## config.mk

```make
export PLATFORM = sky130hd
export DESIGN_NAME = ampdu_deaggregator_fcs_check
export DESIGN_NICKNAME = d
export VERILOG_FILES = /design/src/design/ampd_pkg.sv /design/src/design/ampd_in_reg.sv /design/src/design/ampd_parser.sv /design/src/design/ampd_out_reg.sv /design/src/design/ampdu_deaggregator_fcs_check.sv
export SDC_FILE = /design/constraint.sdc
export NUM_CORES = 1
export LEC_CHECK = 0
export ABC_AREA = 1
export BUFFER_PORTS_ARGS = -buffer_cell sky130_fd_sc_hd__buf_2
export CORE_ASPECT_RATIO = 1.25
export CORE_MARGIN = 3
export CORE_UTILIZATION = 63
export DETAILED_ROUTE_END_ITERATION = 10
export PLACE_DENSITY = 0.82
export SLEW_MARGIN = 20
export SYNTH_ARGS = -nofsm -noshare
export SYNTH_HDL_FRONTEND = slang
export SYNTH_SLANG_ARGS = --single-unit
```

## constraint.sdc

```tcl
create_clock -name clk -period 5.83 [get_ports clk]
set_clock_uncertainty 0.2 [all_clocks]
set_input_delay 0 -clock clk [delete_from_list [all_inputs] [get_ports clk]]
set_output_delay 0 -clock clk [all_outputs]
set_load 0.02 [all_outputs]
```

## src/design/ampd_pkg.sv

```systemverilog
`timescale 1ns / 1ps
// ----------------------------------------------------------------------------
// ampd_pkg
// Shared types, constants and the CRC-32 byte update of the deaggregator.
// ----------------------------------------------------------------------------
package ampd_pkg;

  typedef struct packed {
    logic [7:0]  data_byte;
    logic        first_byte;
    logic [11:0] psdu_length;
    logic        aggregated;
  } in_t;

  typedef struct packed {
    logic [11:0] mpdu_offset;
    logic [11:0] mpdu_length;
    logic        fcs_ok;
    logic        from_aggregate;
  } out_t;

  localparam logic [31:0] CRC_POLY    = 32'hEDB88320;
  localparam logic [31:0] CRC_INIT    = 32'hFFFFFFFF;
  localparam logic [31:0] GOOD_FCS    = 32'h2144DF1C;
  localparam logic [12:0] DELIM_BYTES = 13'd4;

  // reflected crc-32, one byte, lsb first
  function automatic logic [31:0] crc_byte(input logic [31:0] c, input logic [7:0] b);
    logic [31:0] v;
    v = c ^ {24'd0, b};
    for (int k = 0; k < 8; k++) begin
      v = v[0] ? ((v >> 1) ^ CRC_POLY) : (v >> 1);
    end
    return v;
  endfunction

endpackage

```

## src/design/ampd_in_reg.sv

```systemverilog
`timescale 1ns / 1ps
// ----------------------------------------------------------------------------
// ampd_in_reg
// Input register: holds one accepted byte request until the parser takes it.
// ----------------------------------------------------------------------------
module ampd_in_reg (
  input  logic          clk,
  input  logic          rst_n,
  input  logic          in_valid,
  output logic          in_ready,
  input  ampd_pkg::in_t in_data,
  input  logic          take,
  output logic          item_valid,
  output ampd_pkg::in_t item
);

  logic          valid_r;
  logic          valid_nxt;
  ampd_pkg::in_t item_r;

  assign in_ready   = !valid_r || take;
  assign item_valid = valid_r;
  assign item       = item_r;

  always_comb begin
    valid_nxt = valid_r;
    if (in_ready) begin
      valid_nxt = in_valid;
    end
  end

  always_ff @(posedge clk) begin
    if (!rst_n) begin
      valid_r <= 1'b0;
    end else begin
      valid_r <= valid_nxt;
    end
  end

  always_ff @(posedge clk) begin
    if (in_valid && in_ready) begin
      item_r <= in_data;
    end
  end

endmodule

```

## src/design/ampd_parser.sv

```systemverilog
`timescale 1ns / 1ps
// ----------------------------------------------------------------------------
// ampd_parser
// Delimiter parser and FCS check: one byte per step, result decided in the
// same step.
// ----------------------------------------------------------------------------
module ampd_parser #(
  parameter int unsigned MAX_PSDU_BYTES = 4095
) (
  input  logic           clk,
  input  logic           rst_n,
  input  logic           step,
  input  ampd_pkg::in_t  item,
  output logic           res_valid,
  output ampd_pkg::out_t res
);

  localparam logic [1:0] PH_DONE    = 2'd0;
  localparam logic [1:0] PH_PLAIN   = 2'd1;
  localparam logic [1:0] PH_DELIM   = 2'd2;
  localparam logic [1:0] PH_PAYLOAD = 2'd3;

  localparam int unsigned CLAMP_LEN = (MAX_PSDU_BYTES > 4095) ? 4095 : MAX_PSDU_BYTES;

  logic [31:0] crc_r,    crc_nxt;
  logic [11:0] pos_r,    pos_nxt;
  logic [1:0]  phase_r,  phase_nxt;
  logic [1:0]  didx_r,   didx_nxt;
  logic        eof_r,    eof_nxt;
  logic [13:0] dlen_r,   dlen_nxt;
  logic [13:0] prem_r,   prem_nxt;
  logic [11:0] pstart_r, pstart_nxt;
  logic [11:0] hlen_r,   hlen_nxt;
  logic        hmode_r,  hmode_nxt;

  always_comb begin
    crc_nxt    = crc_r;
    pos_nxt    = pos_r;
    phase_nxt  = phase_r;
    didx_nxt   = didx_r;
    eof_nxt    = eof_r;
    dlen_nxt   = dlen_r;
    prem_nxt   = prem_r;
    pstart_nxt = pstart_r;
    hlen_nxt   = hlen_r;
    hmode_nxt  = hmode_r;
    res_valid  = 1'b0;
    res        = '0;

    if (item.first_byte) begin
      hlen_nxt   = (item.psdu_length > 12'(CLAMP_LEN)) ? 12'(CLAMP_LEN) : item.psdu_length;
      hmode_nxt  = item.aggregated;
      pos_nxt    = '0;
      eof_nxt    = 1'b0;
      didx_nxt   = '0;
      dlen_nxt   = '0;
      prem_nxt   = '0;
      pstart_nxt = '0;
      crc_nxt    = ampd_pkg::CRC_INIT;
      if (hlen_nxt == 12'd0) begin
        phase_nxt = PH_DONE;
      end else begin
        phase_nxt = item.aggregated ? PH_DELIM : PH_PLAIN;
      end
    end

    unique case (phase_nxt)
      PH_PLAIN: begin
        crc_nxt = ampd_pkg::crc_byte(crc_nxt, item.data_byte);
        if ({1'b0, pos_nxt} + 13'd1 >= {1'b0, hlen_nxt}) begin
          res_valid = 1'b1;
          res.mpdu_offset    = '0;
          res.mpdu_length    = hlen_nxt;
          res.fcs_ok         = (~crc_nxt == ampd_pkg::GOOD_FCS);
          res.from_aggregate = 1'b0;
          phase_nxt = PH_DONE;
        end
        pos_nxt = pos_nxt + 12'd1;
      end
      PH_DELIM: begin
        if (didx_nxt == 2'd0 &&
            {1'b0, hlen_nxt} < {1'b0, pos_nxt} + ampd_pkg::DELIM_BYTES) begin
          // short aggregate tail
          phase_nxt = PH_DONE;
        end else if (didx_nxt == 2'd3 &&
                     {3'd0, hlen_nxt} < 15'(pos_nxt) + 15'd1 + 15'(dlen_nxt)) begin
          // mpdu would overrun the psdu
          phase_nxt = PH_DONE;
          didx_nxt  = '0;
        end else begin
          case (didx_nxt)
            2'd0: begin
              eof_nxt  = item.data_byte[0];
              dlen_nxt = {item.data_byte[3:2], 8'd0, item.data_byte[7:4]};
            end
            2'd1: begin
              dlen_nxt = dlen_nxt | {2'd0, item.data_byte, 4'd0};
            end
            2'd3: begin
              crc_nxt = ampd_pkg::CRC_INIT;
              if (dlen_nxt == 14'd0) begin
                res_valid = 1'b1;
                res.mpdu_offset    = pos_nxt + 12'd1;
                res.mpdu_length    = '0;
                res.fcs_ok         = (~crc_nxt == ampd_pkg::GOOD_FCS);
                res.from_aggregate = 1'b1;
                if (eof_nxt) begin
                  phase_nxt = PH_DONE;
                end
              end else begin
                phase_nxt  = PH_PAYLOAD;
                prem_nxt   = dlen_nxt;
                pstart_nxt = pos_nxt + 12'd1;
              end
            end
            default: begin
            end
          endcase
          didx_nxt = didx_nxt + 2'd1;
          pos_nxt  = pos_nxt + 12'd1;
        end
      end
      PH_PAYLOAD: begin
        crc_nxt  = ampd_pkg::crc_byte(crc_nxt, item.data_byte);
        prem_nxt = prem_nxt - 14'd1;
        if (prem_nxt == 14'd0) begin
          res_valid = 1'b1;
          res.mpdu_offset    = pstart_nxt;
          res.mpdu_length    = dlen_nxt[11:0];
          res.fcs_ok         = (~crc_nxt == ampd_pkg::GOOD_FCS);
          res.from_aggregate = 1'b1;
          phase_nxt = eof_nxt ? PH_DONE : PH_DELIM;
          didx_nxt  = '0;
        end
        pos_nxt = pos_nxt + 12'd1;
      end
      default: begin
      end
    endcase
  end

  always_ff @(posedge clk) begin
    if (!rst_n) begin
      crc_r    <= ampd_pkg::CRC_INIT;
      pos_r    <= '0;
      phase_r  <= PH_DONE;
      didx_r   <= '0;
      eof_r    <= 1'b0;
      dlen_r   <= '0;
      prem_r   <= '0;
      pstart_r <= '0;
      hlen_r   <= '0;
      hmode_r  <= 1'b0;
    end else if (step) begin
      crc_r    <= crc_nxt;
      pos_r    <= pos_nxt;
      phase_r  <= phase_nxt;
      didx_r   <= didx_nxt;
      eof_r    <= eof_nxt;
      dlen_r   <= dlen_nxt;
      prem_r   <= prem_nxt;
      pstart_r <= pstart_nxt;
      hlen_r   <= hlen_nxt;
      hmode_r  <= hmode_nxt;
    end
  end

endmodule

```

## src/design/ampd_out_reg.sv

```systemverilog
`timescale 1ns / 1ps
// ----------------------------------------------------------------------------
// ampd_out_reg
// Result register: holds one MPDU report until the receiver takes it.
// ----------------------------------------------------------------------------
module ampd_out_reg (
  input  logic           clk,
  input  logic           rst_n,
  input  logic           load,
  input  ampd_pkg::out_t res,
  output logic           slot_free,
  output logic           out_valid,
  input  logic           out_ready,
  output ampd_pkg::out_t out_data
);

  logic           valid_r;
  logic           valid_nxt;
  ampd_pkg::out_t data_r;

  assign slot_free = !valid_r || out_ready;
  assign out_valid = valid_r;
  assign out_data  = data_r;

  always_comb begin
    valid_nxt = valid_r;
    if (slot_free) begin
      valid_nxt = load;
    end
  end

  always_ff @(posedge clk) begin
    if (!rst_n) begin
      valid_r <= 1'b0;
    end else begin
      valid_r <= valid_nxt;
    end
  end

  always_ff @(posedge clk) begin
    if (load && slot_free) begin
      data_r <= res;
    end
  end

endmodule

```

## src/design/ampdu_deaggregator_fcs_check.sv

```systemverilog
`timescale 1ns / 1ps
// ----------------------------------------------------------------------------
// ampdu_deaggregator_fcs_check
// Splits a decoded PSDU into MPDUs and checks the CRC-32 FCS of each.
//
// Input channel (in_valid/in_ready/in_data): one PSDU byte per request; the
// first byte carries first_byte, psdu_length and aggregated.
// Result channel (out_valid/out_ready/out_data): one report per MPDU with
// its offset, length, FCS verdict and aggregate flag, given at its last byte.
//
// Throughput: one byte per cycle while the result register has room. The CRC
// byte update and the delimiter parse sit in combinational logic between the
// input register and the result register. A byte accepted into the input
// register is parsed from there, and its result is loaded into the result
// register and shown on out_valid when that register has room.
// When the receiver stalls, the result register holds its report and one
// more byte may wait in the input register; then in_ready drops.
// Reset (rst_n low, synchronous) empties both registers and leaves the
// parser waiting for a first byte.
// ----------------------------------------------------------------------------
module ampdu_deaggregator_fcs_check #(
  parameter int unsigned MAX_PSDU_BYTES = 4095
) (
  input  logic           clk,
  input  logic           rst_n,
  input  logic           in_valid,
  output logic           in_ready,
  input  ampd_pkg::in_t  in_data,
  output logic           out_valid,
  input  logic           out_ready,
  output ampd_pkg::out_t out_data
);

  logic           item_valid;
  ampd_pkg::in_t  item;
  logic           slot_free;
  logic           advance;
  logic           res_valid;
  ampd_pkg::out_t res;

  // a byte moves on only when the result register has room
  assign advance = item_valid && slot_free;

  ampd_in_reg u_in (
    .clk        (clk),
    .rst_n      (rst_n),
    .in_valid   (in_valid),
    .in_ready   (in_ready),
    .in_data    (in_data),
    .take       (advance),
    .item_valid (item_valid),
    .item       (item)
  );

  ampd_parser #(
    .MAX_PSDU_BYTES (MAX_PSDU_BYTES)
  ) u_parser (
    .clk       (clk),
    .rst_n     (rst_n),
    .step      (advance),
    .item      (item),
    .res_valid (res_valid),
    .res       (res)
  );

  ampd_out_reg u_out (
    .clk       (clk),
    .rst_n     (rst_n),
    .load      (advance && res_valid),
    .res       (res),
    .slot_free (slot_free),
    .out_valid (out_valid),
    .out_ready (out_ready),
    .out_data  (out_data)
  );

endmodule

```

Word-level counts from Yosys, hierarchy flattened --
Cells that the tools add are included.
Cells by class: bitwise logic cells 11, multiply operators 0, divide/modulo/power cells 0, eq/ne operators 6, shift operators 0, muxes and demuxes 72, add/subtract/negate cells 7, $lt $le $gt $ge 4, reductions and logical operators 15
Operators by type and width (number):
- 32-bit two-way mux | 12
- 14-bit two-way mux | 10
- 12-bit two-way mux | 11
- 26-bit two-way mux | 5
- 13-bit inverter with 14-bit output | 8
- 26-bit one-hot mux with 3 select lines | 1
- 32-bit one-hot mux with 2 select lines | 1
- 14-bit one-hot mux with 2 select lines | 2
- 32-bit by 30-bit == test with 1-bit output, second input constant | 1
- 32-bit inverter | 1
- 32-bit by 8-bit bitwise XOR with 32-bit output | 1
- 2-bit two-way mux | 15
- 14-bit zero test | 2
- 12-bit by 1-bit adder with 13-bit output, second input constant | 2
- 12-bit one-hot mux with 2 select lines | 1
- 15-bit by 14-bit adder with 15-bit output | 1
- 12-bit by 15-bit < comparator with 1-bit output | 1
- 14-bit by 12-bit OR with 14-bit output | 1
- 14-bit by 1-bit subtractor with 14-bit output, second input constant | 1
- 12-bit by 3-bit adder with 13-bit output, second input constant | 1
- 13-bit by 12-bit greater-or-equal comparator with 1-bit output | 1
- 12-bit by 13-bit < comparator with 1-bit output | 1
- 12-bit by 1-bit adder with 12-bit output, second input constant | 1
- 12-bit > comparator, second input constant | 1
- other kinds (13) | 33
Word-level totals: latch bits 0, input bits 26, register bits 151, output and inout port bits 28, word-level logic and storage cells 134, memory bits (read-only) 0, memory bits (writable) 0, memories kept 0

Depth between registers and ports, before layout --
depth after elaboration 22, mapped depth 33, mapped depth without buffers 30

By module --
A second synthesis with hierarchy kept.
Unflattened totals: cell total of the unflattened synthesis 1589, area total of the unflattened synthesis 11192.0 sq um
By module, submodules not included:
- ampd_parser | seq. area each 2021.9 sq um, times used 1, cells an instance 1523, area each 9630.5 sq um
- ampd_out_reg | seq. area each 800.8 sq um, times used 1, cells an instance 33, area each 832.0 sq um
- ampd_in_reg | seq. area each 680.7 sq um, times used 1, cells an instance 29, area each 711.9 sq um
- ampdu_deaggregator_fcs_check | seq. area each 0.0 sq um, times used 1, cells an instance 4, area each 17.5 sq um

Least setup slack after synthesis --
OpenSTA, ideal clock, no wires.
path type register to register, start point register u_in.item_r, in the netlist u_in.item[13], end point register u_out.data_r, in the netlist u_out.out_data[0], enable pin, setup time 381 ps, stages on the path, launching flop included 31, period minus slack after synthesis 5095 ps, path buffers 3, path slack 735 ps, data arrival time 4514 ps, required time 5249 ps, cell sequence edfxtp_1 -> buf_6 -> inv_8 -> buf_6 -> buf_2 -> nand2_1 -> nor2_1 -> inv_1 -> nor2_1 -> a21oi_1 -> a31oi_1 -> ha_1 -> a21oi_1 -> o21ai_0 -> a21oi_1 -> nor2_1 -> nor2_1 -> xor2_1 -> ha_1 -> nand2_1 -> nor2_1 -> a211oi_1 -> nand2_1 -> nand2_1 -> nand2_1 -> nand3_4 -> nor2_8 -> nand3_1 -> nand3_1 -> nand2_1 -> inv_1
Between the ends: word-level cells in the longest chain between the ends 10, elaborated cells between the ends (all ways) 32, classes of those cells add/sub: 5; order compare: 3; eq/ne: 4; mux: 13; reduce/logical: 7
RTL lines:
- start, declared | RTL line ampd_in_reg.sv:19 | ampd_pkg::in_t item_r;
- start signal, assigned | RTL line ampd_in_reg.sv:42 | item_r <= in_data;
- 12-bit two-way mux | RTL line ampd_parser.sv:50 | if (item.first_byte) begin
- 12-bit by 1-bit adder with 13-bit output | RTL line ampd_parser.sv:70, ampd_parser.sv:86
- 15-bit by 14-bit adder with 15-bit output | RTL line ampd_parser.sv:86 | {3'd0, hlen_nxt} < 15'(pos_nxt) + 15'd1 + 15'(dlen_nxt)) begin
- 12-bit by 15-bit < comparator with 1-bit output | RTL line ampd_parser.sv:86
- 1-bit logical AND | RTL line ampd_parser.sv:85 | end else if (didx_nxt == 2'd3 &&
- 1-bit two-way mux | RTL line ampd_parser.sv:85
- 1-bit two-way mux | RTL line ampd_parser.sv:81 | if (didx_nxt == 2'd0 &&
- 1-bit one-hot mux with 3 select lines (*) | RTL line ampd_parser.sv:67 | unique case (phase_nxt)
- 1-bit logical AND (*) | RTL line ampdu_deaggregator_fcs_check.sv:69 | .load (advance && res_valid),
- 1-bit logical AND (*) | RTL line ampd_out_reg.sv:41 | if (load && slot_free) begin
- end signal, assigned | RTL line ampd_out_reg.sv:42 | data_r <= res;
- end, declared | RTL line ampd_out_reg.sv:19 | ampd_pkg::out_t data_r;
Every way passes the cells marked *; elsewhere a longest branch is shown, timed or not. A chain may end at the register's enable or synchronous reset.

Worst setup path after layout --
Ends and elaborated chain as after synthesis.

==> metrics <==
outcome=finished clean; core area=0.01684 mm^2; Total GRT Usage=36.39%; Mapped Cells=1493; Post-synth EDFFs=48; final WL=33750 um; gpl congestion=1.017; DP HPWL=23390 um; overall die width=123.5 um; Critical Path AT=5.12 ns; synth-to-layout area growth=11.36%; Final min period=5.220 ns; via density per instance=6.141; Crit Path Max Fanout=26; setup TNS=0 ns; ANT nets after route=0; Rel. slew slack=25.27%; top cells by area, synth=dfxtp_1 (19%), edfxtp_1 (13%), nand2_1 (12%); synthesized cell area=0.01087 mm^2; H-tree depth=4; crit-path leading delay family=simple AND/OR/NAND/NOR gates; IO Port Bufs=53; Avg Cell Area, Syn=7.283 um^2; Synth warnings=0; setup violators final=0; Synth async-reset ratio=0%; Layout Utilization=71.89%; Final Max Slew Viols=0; Power Density=270.0 mW/mm^2; Top Ports=54; overflow left after global routing=0; Root Buffer=clkbuf_16; Synth Register Bits=151; FILL cells=1362; critical path data required time=5.73 ns; Clk Latency, worst-skew pair=0.44 ns; Die Y=152.9 um; Antenna diodes=0; drt first pass iters=8; Hold WC Path Type=in2reg; syn_nets=1574; DRC errors left=0; share of the synthesized area in the top cell type=18.96%; final period utilization=89.54%; Leak=5.337 nW; WL/cell=19.02 um; Final Hold Viols=0; Bufs and invs on worst path=4; Iter 0 DRT Violations=1200; peak supply drop=0.0002019 V; first-pass GRT wire length=54220 um; commonest non-fill, non-tap cell in the layout=nand2_1; layout cell share with drive strength beyond 1=11.39%; CTS clk-pin slew, worst paths=0.07 ns; most used cell, CP=nand2_1; CP Capture Type=register; startpoint class of the critical path=register; Distinct cells, synth=57; Crit-path slowest cell=edfxtp_1; CTS tree=done; vias in the first global route=10300; clock sinks=151; max incr delay on CP=0.53 ns; post-synthesis sequential area ratio=32.22%; CTS buffer count=17; largest net degree at the start of global routing=89; Initial Util=64.56%; Synth area leader=dfxtp_1; row cnt=53; critical path type=reg2reg; Max Root-Sink Buffers=2; most frequent cells in the layout=nand2_1 (338), a21oi_1 (153), inv_1 (148); actual slew at the worst max-slew pin=1.111 ns; Die Footprint=0.01888 mm^2; Max Clock Freq=0.1916 GHz; Synth Flop Type=dfxtp_1; initial antenna violation count=0; Max Cap Viol=0; total number of vias=10890; nets=1622; RSZ-0062 raised after global routing=no
==> area by class of cell <==
class | instances | area [um^2] | share of cell area, %
repair buffers | 103 | 708.2 | 5.848
multi-input cells | 1112 | 6435 | 53.14
inverters | 156 | 594.3 | 4.908
flip-flops and latches | 151 | 3503 | 28.93
well taps | 220 | 275.3 | 2.273
clock inverters | 15 | 167.7 | 1.385
clock buffers | 17 | 425.4 | 3.513
==> per-stage QoR <==
step / hold WS, ns / instance area (um^2) / cells / power, mW / worst slack (ns)
6_report: 0.07050 / 12110 / 1774 / 3.269 / 0.6099
3_3_place_gp: -0.02399 / 11230 / 1713 / 2.087 / 0.6883
4_1_cts: 0.06396 / 12090 / 1772 / 3.245 / 0.4891
3_5_place_dp: -0.02191 / 11230 / 1713 / 2.102 / 0.5276
5_1_grt: 0.07167 / 12110 / 1774 / 3.412 / 0.06248
2_1_floorplan: -0.1011 / 10870 / 1493 / 1.889 / 0.7353
==> worst register-to-register path, delay by kind of cell (launching register included) <==
kind | cells | cell delay (ns)
xor+xnor | 2 | 0.52
fa+ha+maj | 2 | 0.67
flops | 1 | 0.53
simple gates | 14 | 1.65
compound gates | 4 | 0.52
buf+inv | 4 | 0.79
==> path summary, 6_finish.rpt <==
kind                        start              endpoint  slack (ns)  cells after the start
max reg2reg         u_in.item[13]     u_out.out_data[0]        0.61                     26
min reg2reg  u_parser.pstart_r[5]  u_parser.pstart_r[5]        0.27                      2
min                   in_data[17]         u_in.item[17]        0.07                      2
max                 u_in.item[13]     u_out.out_data[0]        0.61                     26
==> flip-flops by register name, indices dropped and copies added (netlist names) <==
name / flops
u_in.item: 22
u_in.item_valid: 1
u_out.out_data: 26
u_out.out_valid: 1
u_parser.crc_r: 32
u_parser.didx_r: 2
u_parser.dlen_r: 14
u_parser.eof_r: 1
u_parser.hlen_r: 12
u_parser.phase_r: 2
u_parser.pos_r: 12
u_parser.prem_r: 14
u_parser.pstart_r: 12
==> metal layers <==
metal  global-route usage (%)  part of all wire (%)
met1                    44.84                    38
met2                    59.77                    48
met3                    7.217                   8.8
met4                    18.58                   5.7
met5                        0                     0
==> timing repair <==
| action | in CTS | in global routing |
|---|---|---|
| hold buffers | 27 | 0 |
| buffers inserted | 0 | 2 |
| resized for setup | 0 | 0 |
| endpoints found under the setup margin | 0 | 26 |
| endpoints found under the hold margin | 28 | 0 |
==> cell usage after synthesis, drive strengths merged, types with 2 or more instances <==
library cell	count
clkbuf	46
a21oi	155
nand3b	4
edfxtp	48
o21ai	147
a221oi	12
o211ai	12
xnor2	40
xor2	57
nor3	11
a21o	2
o22ai	23
inv	154
nor4	3
buf	28
nor2	111
clkinv	2
a211oi	3
o221ai	6
dfxtp	103
a31oi	7
nand4	17
ha	54
or2	3
o2111ai	4
o21a	5
nand3	81
nand2	348
==> power breakdown <==
part           internal [mW]  switching, mW  total (mW)
combinational          0.325          0.629       0.953
sequential              1.14         0.0385        1.18
clock                  0.640          0.499        1.14
total                   2.10           1.17        3.27
==> cells by family (layout without fill, tap and decap cells) <==
| group | count (synthesis) | count (layout) | synth area share [%] |
|---|---|---|---|
| XOR/XNOR | 97 | 97 | 9.539 |
| AO/OA/AOI/OAI | 381 | 381 | 19.62 |
| AND/OR/NAND/NOR | 579 | 579 | 23.60 |
| flip-flops | 151 | 151 | 32.22 |
| buffers and inverters | 230 | 291 | 8.630 |
| adder cells (fa/ha/maj) | 55 | 55 | 6.397 |
No activity file was read; power rests on OpenSTA's default activity.
